### config.mk
export PLATFORM = sky130hd
export DESIGN_NAME = utf8_stream_decoder_unit
export DESIGN_NICKNAME = d
export VERILOG_FILES = /design/src/u8d_pkg.sv /design/src/utf8_stream_decoder_unit.sv /design/src/u8d_front.sv /design/src/u8d_fifo.sv /design/src/u8d_back.sv
export SDC_FILE = /design/constraint.sdc
export NUM_CORES = 1
export LEC_CHECK = 0
export BUFFER_PORTS_ARGS = -buffer_cell sky130_fd_sc_hd__buf_2
export CORE_MARGIN = 1
export CORE_UTILIZATION = 60
export CTS_BUF_LIST = sky130_fd_sc_hd__clkbuf_2 sky130_fd_sc_hd__clkbuf_4 sky130_fd_sc_hd__clkbuf_8
export DETAILED_ROUTE_END_ITERATION = 6
export HOLD_SLACK_MARGIN = 0.1
export PLACE_DENSITY = 0.86
export SLEW_MARGIN = 5
export SYNTH_ARGS = -nofsm -noshare
export SYNTH_HDL_FRONTEND = slang
export SYNTH_SLANG_ARGS = --single-unit
### constraint.sdc
create_clock -name clk -period 4.75 [get_ports clk]
set_clock_uncertainty 0.05 [all_clocks]
set_input_delay 0.95 -clock clk [delete_from_list [all_inputs] [get_ports clk]]
set_output_delay 0.95 -clock clk [all_outputs]
set_load 0.02 [all_outputs]
### src/u8d_pkg.sv
// ----------------------------------------------------------------------------
// u8d_pkg
// Shared types, status codes and lead byte decode for the UTF-8 stream
// decoder (six-byte form).
// ----------------------------------------------------------------------------
`default_nettype none

package u8d_pkg;

  // Result status codes
  localparam logic [1:0] ST_OK          = 2'd0;
  localparam logic [1:0] ST_INVALID     = 2'd1;
  localparam logic [1:0] ST_BAD_CONT    = 2'd2;
  localparam logic [1:0] ST_ZERO_TRUNC  = 2'd3;

  // Payload masks of the lead byte, by sequence width
  localparam logic [6:0] MASK_W1 = 7'b1111111;
  localparam logic [6:0] MASK_W2 = 7'b0011111;
  localparam logic [6:0] MASK_W3 = 7'b0001111;
  localparam logic [6:0] MASK_W4 = 7'b0000111;
  localparam logic [6:0] MASK_W5 = 7'b0000011;
  localparam logic [6:0] MASK_W6 = 7'b0000001;

  // Continuation byte marker in the top two bits
  localparam logic [1:0] CONT_TAG = 2'b10;

  // Default depth of the queue between front and back
  localparam int unsigned QUEUE_DEPTH_DEF = 4;

  // One result item
  typedef struct packed {
    logic [30:0] code_point;
    logic [2:0]  seq_width;
    logic [1:0]  status;
    logic        is_last;
  } u8d_res_t;

  // All results caused by one input byte (one or two)
  typedef struct packed {
    logic     two;
    u8d_res_t first;
    u8d_res_t second;
  } u8d_entry_t;

  // Queue status seen by front and back
  typedef struct packed {
    logic full;
    logic empty;
  } u8d_qstat_t;

  // Lead byte decode: width 0 means invalid lead
  typedef struct packed {
    logic [2:0] width;
    logic [6:0] mask;
  } u8d_lead_t;

  function automatic u8d_lead_t lead_decode(input logic [7:0] b);
    u8d_lead_t l;
    casez (b)
      8'b0???????: begin l.width = 3'd1; l.mask = MASK_W1; end
      8'b10??????: begin l.width = 3'd0; l.mask = '0;      end
      8'b110?????: begin l.width = 3'd2; l.mask = MASK_W2; end
      8'b1110????: begin l.width = 3'd3; l.mask = MASK_W3; end
      8'b11110???: begin l.width = 3'd4; l.mask = MASK_W4; end
      8'b111110??: begin l.width = 3'd5; l.mask = MASK_W5; end
      8'b1111110?: begin l.width = 3'd6; l.mask = MASK_W6; end
      default:     begin l.width = 3'd0; l.mask = '0;      end
    endcase
    return l;
  endfunction

endpackage

`default_nettype wire

### src/utf8_stream_decoder_unit.sv
// ----------------------------------------------------------------------------
// utf8_stream_decoder_unit
// Byte-serial decoder for the original six-byte UTF-8 form.
// ----------------------------------------------------------------------------
// The decoder takes one byte per cycle while the queue is not full, and gives
// one result per cycle while the output is ready. A byte that breaks a
// sequence and is itself a one-byte character or an invalid lead gives two
// results (the error, then the byte's own result), handed out one after the
// other; the queue of QUEUE_DEPTH entries between the input decode and the
// output register absorbs such bursts and output stalls. An input byte is
// decoded in the cycle it is taken; its first result passes through the
// queue and then the output register. Sustained rate is one result per
// cycle, set by the output register delivering one result per transfer.
`default_nettype none

module utf8_stream_decoder_unit #(
  parameter int unsigned QUEUE_DEPTH = u8d_pkg::QUEUE_DEPTH_DEF
) (
  input  wire         clk,
  input  wire         rst_n,
  // input channel
  input  wire         in_tvalid,
  output logic        in_tready,
  input  wire  [7:0]  in_tdata,   // [7:0] data_byte
  // result channel
  output logic        out_tvalid,
  input  wire         out_tready,
  output logic [39:0] out_tdata,  // [30:0] code_point, [33:31] seq_width,
                                  // [35:34] status, [39:36] zero
  output logic        out_tlast   // is_last
);
  import u8d_pkg::*;

  u8d_qstat_t qstat;
  u8d_entry_t push_entry;
  u8d_entry_t pop_entry;
  u8d_res_t   out_res;
  logic       push;
  logic       pop;

  u8d_front u_front (
    .clk        (clk),
    .rst_n      (rst_n),
    .in_valid   (in_tvalid),
    .in_ready   (in_tready),
    .in_byte    (in_tdata),
    .qstat      (qstat),
    .push       (push),
    .push_entry (push_entry)
  );

  u8d_fifo #(
    .DEPTH (QUEUE_DEPTH)
  ) u_fifo (
    .clk        (clk),
    .rst_n      (rst_n),
    .push       (push),
    .push_entry (push_entry),
    .pop        (pop),
    .pop_entry  (pop_entry),
    .qstat      (qstat)
  );

  u8d_back u_back (
    .clk       (clk),
    .rst_n     (rst_n),
    .qstat     (qstat),
    .pop_entry (pop_entry),
    .pop       (pop),
    .out_valid (out_tvalid),
    .out_ready (out_tready),
    .out_res   (out_res)
  );

  // Output packing
  assign out_tdata = {4'd0, out_res.status, out_res.seq_width, out_res.code_point};
  assign out_tlast = out_res.is_last;

endmodule

`default_nettype wire

### src/u8d_front.sv
// ----------------------------------------------------------------------------
// u8d_front
// Accepts one byte per cycle while the queue is not full, tracks the open
// sequence and builds the results that the byte causes as one queue entry.
// ----------------------------------------------------------------------------
`default_nettype none

module u8d_front (
  input  wire                     clk,
  input  wire                     rst_n,
  input  wire                     in_valid,
  output logic                    in_ready,
  input  wire  [7:0]              in_byte,
  input  u8d_pkg::u8d_qstat_t     qstat,
  output logic                    push,
  output u8d_pkg::u8d_entry_t     push_entry
);
  import u8d_pkg::*;

  logic [2:0]  rem_r, rem_nxt;
  logic [2:0]  cw_r, cw_nxt;
  logic [30:0] acc_r, acc_nxt;

  u8d_lead_t   lead;
  u8d_res_t    lead_res;
  logic        lead_emits;
  logic        accept;
  logic        brk;

  assign in_ready = !qstat.full;
  assign accept   = in_valid && in_ready;
  assign brk      = (in_byte == 8'd0) || (in_byte[7:6] != CONT_TAG);

  // Result of decoding the byte as a lead (used when idle and after a break)
  always_comb begin
    lead = lead_decode(in_byte);
    lead_emits = (lead.width == 3'd0) || (lead.width == 3'd1);
    lead_res.is_last = 1'b1;
    if (lead.width == 3'd0) begin
      lead_res.code_point = '0;
      lead_res.seq_width  = 3'd0;
      lead_res.status     = ST_INVALID;
    end else begin
      lead_res.code_point = {24'd0, in_byte[6:0] & lead.mask};
      lead_res.seq_width  = 3'd1;
      lead_res.status     = ST_OK;
    end
  end

  // Sequence tracking and entry build
  always_comb begin
    rem_nxt    = rem_r;
    cw_nxt     = cw_r;
    acc_nxt    = acc_r;
    push       = 1'b0;
    push_entry = '0;
    if (accept) begin
      if (rem_r == 3'd0) begin
        if (lead_emits) begin
          push             = 1'b1;
          push_entry.first = lead_res;
        end else begin
          acc_nxt = {24'd0, in_byte[6:0] & lead.mask};
          cw_nxt  = lead.width;
          rem_nxt = lead.width - 3'd1;
        end
      end else if (brk) begin
        push                        = 1'b1;
        rem_nxt                     = 3'd0;
        push_entry.first.code_point = '0;
        push_entry.first.seq_width  = cw_r;
        push_entry.first.status     = (in_byte == 8'd0) ? ST_ZERO_TRUNC : ST_BAD_CONT;
        if (lead_emits) begin
          push_entry.two              = 1'b1;
          push_entry.first.is_last    = 1'b0;
          push_entry.second           = lead_res;
        end else begin
          // byte reopens a new sequence
          push_entry.first.is_last = 1'b1;
          acc_nxt = {24'd0, in_byte[6:0] & lead.mask};
          cw_nxt  = lead.width;
          rem_nxt = lead.width - 3'd1;
        end
      end else begin
        acc_nxt = {acc_r[24:0], in_byte[5:0]};
        rem_nxt = rem_r - 3'd1;
        if (rem_r == 3'd1) begin
          push                        = 1'b1;
          push_entry.first.code_point = {acc_r[24:0], in_byte[5:0]};
          push_entry.first.seq_width  = cw_r;
          push_entry.first.status     = ST_OK;
          push_entry.first.is_last    = 1'b1;
        end
      end
    end
  end

  // State registers; accumulator and width are loaded at each lead
  always_ff @(posedge clk) begin
    if (!rst_n) begin
      rem_r <= 3'd0;
      cw_r  <= 3'd0;
    end else begin
      rem_r <= rem_nxt;
      cw_r  <= cw_nxt;
    end
    acc_r <= acc_nxt;
  end

  // An open sequence always has room for its remaining bytes
  a_rem_in_width: assert property (@(posedge clk) disable iff (!rst_n)
    (rem_r != 3'd0) |-> (cw_r >= 3'd2 && rem_r < cw_r))
    else $error("remaining count exceeds sequence width");

  // In a pair, only the second result closes the byte
  a_pair_last: assert property (@(posedge clk) disable iff (!rst_n)
    (push && push_entry.two) |-> (push_entry.second.is_last && !push_entry.first.is_last))
    else $error("is_last misplaced in result pair");

endmodule

`default_nettype wire

### src/u8d_fifo.sv
// ----------------------------------------------------------------------------
// u8d_fifo
// Short queue of result entries between the front and back parts.
// ----------------------------------------------------------------------------
`default_nettype none

module u8d_fifo #(
  parameter int unsigned DEPTH = u8d_pkg::QUEUE_DEPTH_DEF
) (
  input  wire                     clk,
  input  wire                     rst_n,
  input  wire                     push,
  input  u8d_pkg::u8d_entry_t     push_entry,
  input  wire                     pop,
  output u8d_pkg::u8d_entry_t     pop_entry,
  output u8d_pkg::u8d_qstat_t     qstat
);
  import u8d_pkg::*;

  localparam int unsigned AW = (DEPTH > 1) ? $clog2(DEPTH) : 1;
  localparam int unsigned CW = $clog2(DEPTH + 1);
  localparam logic [AW-1:0] LAST_IDX = AW'(DEPTH - 1);
  localparam logic [CW-1:0] FULL_CNT = CW'(DEPTH);

  u8d_entry_t    slots [DEPTH];
  logic [AW-1:0] wr_ptr_r, wr_ptr_nxt;
  logic [AW-1:0] rd_ptr_r, rd_ptr_nxt;
  logic [CW-1:0] cnt_r, cnt_nxt;

  assign qstat.full  = (cnt_r == FULL_CNT);
  assign qstat.empty = (cnt_r == '0);
  assign pop_entry   = slots[rd_ptr_r];

  // Pointer and count update
  always_comb begin
    wr_ptr_nxt = wr_ptr_r;
    rd_ptr_nxt = rd_ptr_r;
    cnt_nxt    = cnt_r;
    if (push) begin
      wr_ptr_nxt = (wr_ptr_r == LAST_IDX) ? '0 : wr_ptr_r + 1'b1;
    end
    if (pop) begin
      rd_ptr_nxt = (rd_ptr_r == LAST_IDX) ? '0 : rd_ptr_r + 1'b1;
    end
    if (push && !pop) begin
      cnt_nxt = cnt_r + 1'b1;
    end else if (pop && !push) begin
      cnt_nxt = cnt_r - 1'b1;
    end
  end

  always_ff @(posedge clk) begin
    if (!rst_n) begin
      wr_ptr_r <= '0;
      rd_ptr_r <= '0;
      cnt_r    <= '0;
    end else begin
      wr_ptr_r <= wr_ptr_nxt;
      rd_ptr_r <= rd_ptr_nxt;
      cnt_r    <= cnt_nxt;
    end
  end

  // Entry storage
  always_ff @(posedge clk) begin
    if (push) begin
      slots[wr_ptr_r] <= push_entry;
    end
  end

  a_no_overflow: assert property (@(posedge clk) disable iff (!rst_n)
    qstat.full |-> !push)
    else $error("push into full queue");

  a_no_underflow: assert property (@(posedge clk) disable iff (!rst_n)
    qstat.empty |-> !pop)
    else $error("pop from empty queue");

endmodule

`default_nettype wire

### src/u8d_back.sv
// ----------------------------------------------------------------------------
// u8d_back
// Takes queue entries and hands their results out one per transfer through
// an output register, holding the second result of a pair aside.
// ----------------------------------------------------------------------------
`default_nettype none

module u8d_back (
  input  wire                     clk,
  input  wire                     rst_n,
  input  u8d_pkg::u8d_qstat_t     qstat,
  input  u8d_pkg::u8d_entry_t     pop_entry,
  output logic                    pop,
  output logic                    out_valid,
  input  wire                     out_ready,
  output u8d_pkg::u8d_res_t       out_res
);
  import u8d_pkg::*;

  logic     out_valid_r, out_valid_nxt;
  u8d_res_t out_res_r, out_res_nxt;
  logic     sec_valid_r, sec_valid_nxt;
  u8d_res_t sec_r, sec_nxt;
  logic     out_free;

  assign out_free  = !out_valid_r || out_ready;
  assign out_valid = out_valid_r;
  assign out_res   = out_res_r;

  // Serialize: held second result first, then the next entry
  always_comb begin
    out_valid_nxt = out_valid_r;
    out_res_nxt   = out_res_r;
    sec_valid_nxt = sec_valid_r;
    sec_nxt       = sec_r;
    pop           = 1'b0;
    if (out_free) begin
      if (sec_valid_r) begin
        out_valid_nxt = 1'b1;
        out_res_nxt   = sec_r;
        sec_valid_nxt = 1'b0;
      end else if (!qstat.empty) begin
        pop           = 1'b1;
        out_valid_nxt = 1'b1;
        out_res_nxt   = pop_entry.first;
        sec_valid_nxt = pop_entry.two;
        sec_nxt       = pop_entry.second;
      end else begin
        out_valid_nxt = 1'b0;
      end
    end
  end

  always_ff @(posedge clk) begin
    if (!rst_n) begin
      out_valid_r <= 1'b0;
      sec_valid_r <= 1'b0;
    end else begin
      out_valid_r <= out_valid_nxt;
      sec_valid_r <= sec_valid_nxt;
    end
    out_res_r <= out_res_nxt;
    sec_r     <= sec_nxt;
  end

  // A held second result always sits behind a shown first one
  a_sec_behind_first: assert property (@(posedge clk) disable iff (!rst_n)
    sec_valid_r |-> (out_valid_r && !out_res_r.is_last))
    else $error("second result held without its first");

  a_err_zero_cp: assert property (@(posedge clk) disable iff (!rst_n)
    (out_valid_r && out_res_r.status != ST_OK) |-> (out_res_r.code_point == '0))
    else $error("error result carries a code point");

endmodule

`default_nettype wire
Yosys cells after proc, flatten, opt, wreduce, memory -nomap -nowiden
Memory sizes are Yosys's and may differ from the RTL's. A register that Yosys moved wholly into a read port is not among the register bits. Index checks and enable logic that the tools add are counted.

ROM bits: 0. Memories: 1. Bits of input ports: 12. Latch bits: 0. Bits in registers: 120. Bits in writable memories: 300.

Shift-type cells: 0. Add/subtract/negate cells: 6. Multiply operators: 0. Bitwise logic cells: 4. Equality and inequality tests: 13. $lt $le $gt $ge: 0. Multiplexer cells: 44. Reductions and logical operators: 20. Divide/modulo/power cells: 0.

Memory list: u_fifo.slots (words 4, bits a word 75, rd ports 1, clocked after Yosys merged registers in 1, wr ports 1, RTL line u8d_fifo.sv:25) `u8d_entry_t slots [DEPTH];`.

Operator list (count): 37-bit 2-to-1 mux (5); 31-bit 2-to-1 mux (3); 75-bit 2-to-1 mux (1); 10-bit one-hot mux with 6 select lines (1); 13-bit 2-to-1 mux (3); 3-bit 2-to-1 mux (9); 1-bit 2-to-1 mux (17); 12-bit 2-to-1 mux (1); 3-bit zero test (3); 3-bit by 1-bit subtractor with 3-bit output, second input constant (3); 8-bit zero test (1); 2-bit 2-to-1 mux (4); 7-bit AND (1); 7-bit equality test, second input constant (1); 3-bit by 1-bit equality test with 1-bit output, second input constant (2); 3-bit equality test, second input constant (2); 6-bit equality test, second input constant (1); 2-bit inequality test, second input constant (3); 2-bit AND reduction (3); 5-bit equality test, second input constant (1); 2-bit by 1-bit adder with 2-bit output, second input constant (2); 2-bit equality test, second input constant (2); 4-bit equality test, second input constant (1); 1-bit zero test (4); 6 further kinds (13).

Depth between registers and ports, before layout
Word-level depth: 11. Gate-level depth with buffers: 15. Mapped depth without buffers: 14.

Modules after synthesis
From an unflattened synthesis, not the netlist that was laid out.

Cell total of the unflattened synthesis: 826. Area total of the unflattened synthesis: 16734.8 µm².

By module, submodules not included: u8d_fifo (cells each 435, seq. area each 9188.8 µm², area each 11275.8 µm², times used 1); u8d_back (cells each 127, seq. area each 2262.2 µm², area each 2956.6 µm², times used 1); u8d_front (cells each 259, seq. area each 870.8 µm², area each 2468.6 µm², times used 1); utf8_stream_decoder_unit (cells each 5, seq. area each 0.0 µm², area each 33.8 µm², times used 1).

Least setup slack after synthesis
Ideal clock, no wire load.

Kind: input to register. From: input port in_tdata[2]. To: memory u_fifo.slots[3][10] (netlist name) (enable). Arrival time: 3.484 ns. Stages on the path: 10. Required time: 4.291 ns. Path slack: 0.807 ns. Path buffers: 1. Cell sequence: buf_4 > nand2b_1 > a21oi_1 > nand2b_1 > inv_1 > ha_1 > or2_2 > o21ai_2 > a221oi_4 > and2_1.

RTL lines: start: declaration (RTL line utf8_stream_decoder_unit.sv:24) `input wire [7:0] in_tdata,`; end: declaration (RTL line u8d_fifo.sv:25).

==> results list <==
- The final count of pins violating max slew is 0.
- Measured against its own limit, the worst slew margin works out to 24.4%.
* Vertical die dimension: 139 um
- After technology mapping, the gate count stands at 624.
- Cells fill between 60 and 70% of the core in the end.
- Cell depth of the worst hold path: 2
- During synthesis, Yosys emitted a total of 0 warnings.
* Ratio of final minimum period to clock period: 74.7%
- The number of setup buffers added after CTS is 0.
- Upper clock frequency limit: roughly 0.28 GHz
- The number of antenna violations at the first check in global routing came to 0.
- The clock passes through at most 3 buffers.
- Counting every sink on the clock net gives 277.
- Critical path launch point type: input port
* Num CTS Buffers: 44
- Of the total synthesized cell area, the portion taken by AND, OR, NAND and NOR gates is between 7 and 8%.
- FF-to-FF End: u_fifo.cnt_r[2]
- The portion of synthesized area spent on multiplexers is 10.8%.
- The via count of the first global-routing pass came to 6,113.
- Critical path class: input port to flop
- The first TritonRoute pass finished after 7 iterations.
- Detailed routing inserted a total of 5,847 vias.
* Total number of H-tree levels: 2
- The tree is rooted in a clkbuf_8.
* XOR/XNOR Fraction of Synth Area: 0.155%
- Of the synthesized area, sequential elements account for between 70% and 80%.
* Die area: 19,300 um2
- Gates resized during post-CTS repair numbered 0.
* Global-route usage over all layers: 22.7%
- Setup slack on the worst flop-to-flop path: 1.81 ns
* Hold buffer count at CTS: 0
- After synthesis, the largest area contributor takes up 69.3% of total cell area.
* Largest family of logic cells by synthesized area: multiplexers
- In this design, the stage delay of the slowest critical-path cell is ~0.43 ns.
- Clock-pin slew was measured on the worst setup and hold paths at 0.06 ns.
- Counting cells, the worst reg-to-reg path comes to 10.
- Clock insertion delay at the later pin of the skew report: 0.54 ns
- After the flow finishes, the layout carries non-filler instances totaling 956.
* Global-route wire length before repair: about 33 mm
* Estimated wirelength of the detail-placed design: 12.3 mm
* Async set-reset flop share out of synthesis: 0%
- The startpoint identified for the worst hold timing path is u_front.cw_r[1].
* Actual transition at the worst max-transition pin: 1.13 ns
- A synthesized cell averages 18.1 um2.
- Using the TritonRoute via totals, the vias-per-cell ratio works out to 6.12.
- Entering global routing, the biggest net connects 48 pins.
* Compound-cell area share of the yosys netlist: 5.75%
* I/O pin count: 55
* Initial Util: 61.9%
* DRC violation total after the first TritonRoute iteration: 472
- Std-Cell Rows: 49
* Leading cell types in the layout, fill and taps excluded: edfxtp_1 (260), buf_2 (50), mux4_2 (47), clkbuf_8 (45), nor2b_1 (31)
- Setup violators final: 0
* Worst hold slack across all endpoints: 0.424 ns
- For this design the static power due to leakage is 4.32 nW.
* Total Negative Setup Slacks: 0 ns
* Worst Hold Class: flop to flop
- Residual antenna-violating net count after detailed routing: 0
- Most common cell after layout, fill and taps aside: edfxtp_1
- After synthesis the cells add up to 11,300 um2.
* Worst Hold Endpoint: u_front.cw_r[1]
* Violated checks: DRC
* Unrepaired setup endpoints after global routing: no
- #FFs+latches synth: 277
* Total power divided by cell area: 576 nW/um2
- Counting both buffers and inverters, the worst setup path holds a total of 3.
- The final layout contains routed wiring with a total length of 21.0 mm.
- Summing the areas of all fa, ha and maj instances in the mapped netlist gives approximately 1.5% of the synthesized area.
- Worst reg2reg path startpoint: u_front.rem_r[0]
* Number of distinct library cells after synthesis: 59
- CTS tree: done
- Biggest fanout along the worst timing path: 9
- STA classifies the critical path endpoint as a flop.
* MaxCap Viol Count: 0
* Run status: finished, violations left
- Core ar.: 18,200 um2
- The repair_antennas step left the layout with diodes totalling 0.
* Synth area leaders: edfxtp_1 (69%), mux4_2 (9.4%), dfxtp_1 (3.0%)
* Detail-routed net length per standard cell: 21.9 um
- Data arrival time at the worst-slack endpoint: 3.96 ns
- Final Net Count: 720
* Die extent in x: 139 um
- Number of placed instances, taps included: 878
- Most frequently used flop master after synthesis: edfxtp_1
- Ratio of cells with drive above 1 in the final layout: 27.8%
- Synth area leader: edfxtp_1
* Largest voltage drop on the vdd net: 0.000532 V
- Crit-path slowest cell: a221oi_4
- Overall Power: 7.27 mW
- The number of failing hold endpoints at the final stage is 0.
- Data on the critical path is required at its endpoint by 5.16 ns.
- # DRC: 6
* PortBufs: 50
* Area growth, synth to finish: 12.0%
- Critical-path cell list: buf_2, nand2b_1, a21oi_1, nand2b_1, inv_1, ha_1, or2_2, o21ai_2, a221oi_4, ha_1, inv_1, fa_1, xor2_1, or3_1, a21oi_1
* Kind of cell adding the most delay to the critical path: adder cells
* Final Critical Period: 3.55 ns
- Routability-driven placement finished with a final weighted congestion of just over 0.9.
* Global-route congestion overflow total: 0
- The synthesized design contains 260 enable-type register cells.
sequential cells by signal, indices dropped and copies added (netlist names), 2 cells and up, named ones only:
register	cells
u_fifo.slots	188
u_back.out_res	37
u_front.acc_r	25
u_back.sec_r	10
u_fifo.cnt_r	3
u_front.cw_r	3
u_front.rem_r	3
u_fifo.rd_ptr_r	2
u_fifo.wr_ptr_r	2
worst min-delay path, delay by kind of cell (launching register included):
family         cells  cell delay, ns
flip-flops         1            0.31
AO/OA/AOI/OAI      2            0.12
per-layer routing:
layer / wire length, um / global-route usage, % / up-vias
met5: 0 / 0 / -
met2: 10700 / 38.4 / 229
met3: 1130 / 4.52 / 59
li1: - / - / 2596
met1: 8510 / 28.8 / 2963
met4: 627 / 9.94 / 0
cell families (layout without fill, tap and decap cells):
family          Yosys count  count (layout)
compound gates           80              80
xor+xnor                  2               2
fa+ha+maj                13              13
buf+inv                  52             152
flops                   277             277
mux                      62              62
other cells               1               4
simple gates            137             137
worst max-delay path by stage:
stage                      startpoint                   to  slack [ns]  cells past startpoint
after floorplan           in_tdata[2]  u_fifo.slots[3][10]        0.81                     10
after detailed placement  in_tdata[2]      u_fifo.cnt_r[2]        0.67                     15
after global placement    in_tdata[2]      u_fifo.cnt_r[2]        0.80                     15
final                     in_tdata[2]      u_fifo.cnt_r[2]        1.20                     15
after global routing      in_tdata[2]      u_fifo.cnt_r[2]        1.04                     15
after CTS                 in_tdata[2]      u_fifo.cnt_r[2]        1.24                     15
through the flow:
stage	instance area, um2	setup WS (ns)
floorplan	11300	0.807
global placement	11700	0.797
detailed placement	11700	0.666
CTS	12600	1.24
global route	12600	1.04
finish	12600	1.20
power by group:
| part | switching (mW) | internal [mW] | total (mW) |
|---|---|---|---|
| Clock | 0.873 | 1.12 | 1.99 |
| Sequential | 0.245 | 3.30 | 3.55 |
| Combinational | 1.00 | 0.736 | 1.74 |
synthesized netlist by cell type, types with 3 or more instances:
| cell type | count |
|---|---|
| nor3_1 | 3 |
| edfxtp_1 | 260 |
| o21ai_0 | 9 |
| buf_2 | 14 |
| nand2b_1 | 9 |
| a22o_1 | 22 |
| dfxtp_1 | 17 |
| mux2i_1 | 5 |
| o2bb2ai_1 | 7 |
| and2_1 | 30 |
| clkbuf_1 | 6 |
| mux2_2 | 10 |
| nor4_1 | 3 |
| and3_1 | 3 |
| buf_4 | 14 |
| ha_1 | 12 |
| nand2_1 | 15 |
| buf_1 | 4 |
| o211ai_1 | 4 |
| nand3_1 | 7 |
| mux4_2 | 47 |
| nor2b_1 | 31 |
| inv_1 | 13 |
| a21oi_1 | 13 |
| nor2_1 | 23 |
cell type report:
type	instances	area, um2
Sequential cell	277	8150
Fill cell	1114	5590
Multi-Input combinational cell	298	2880
Clock buffer	54	687
Timing Repair Buffer	60	375
Tap cell	229	287
Clock inverter	24	183
Inverter	14	52.6
No activity file was read; power rests on OpenSTA's default activity.
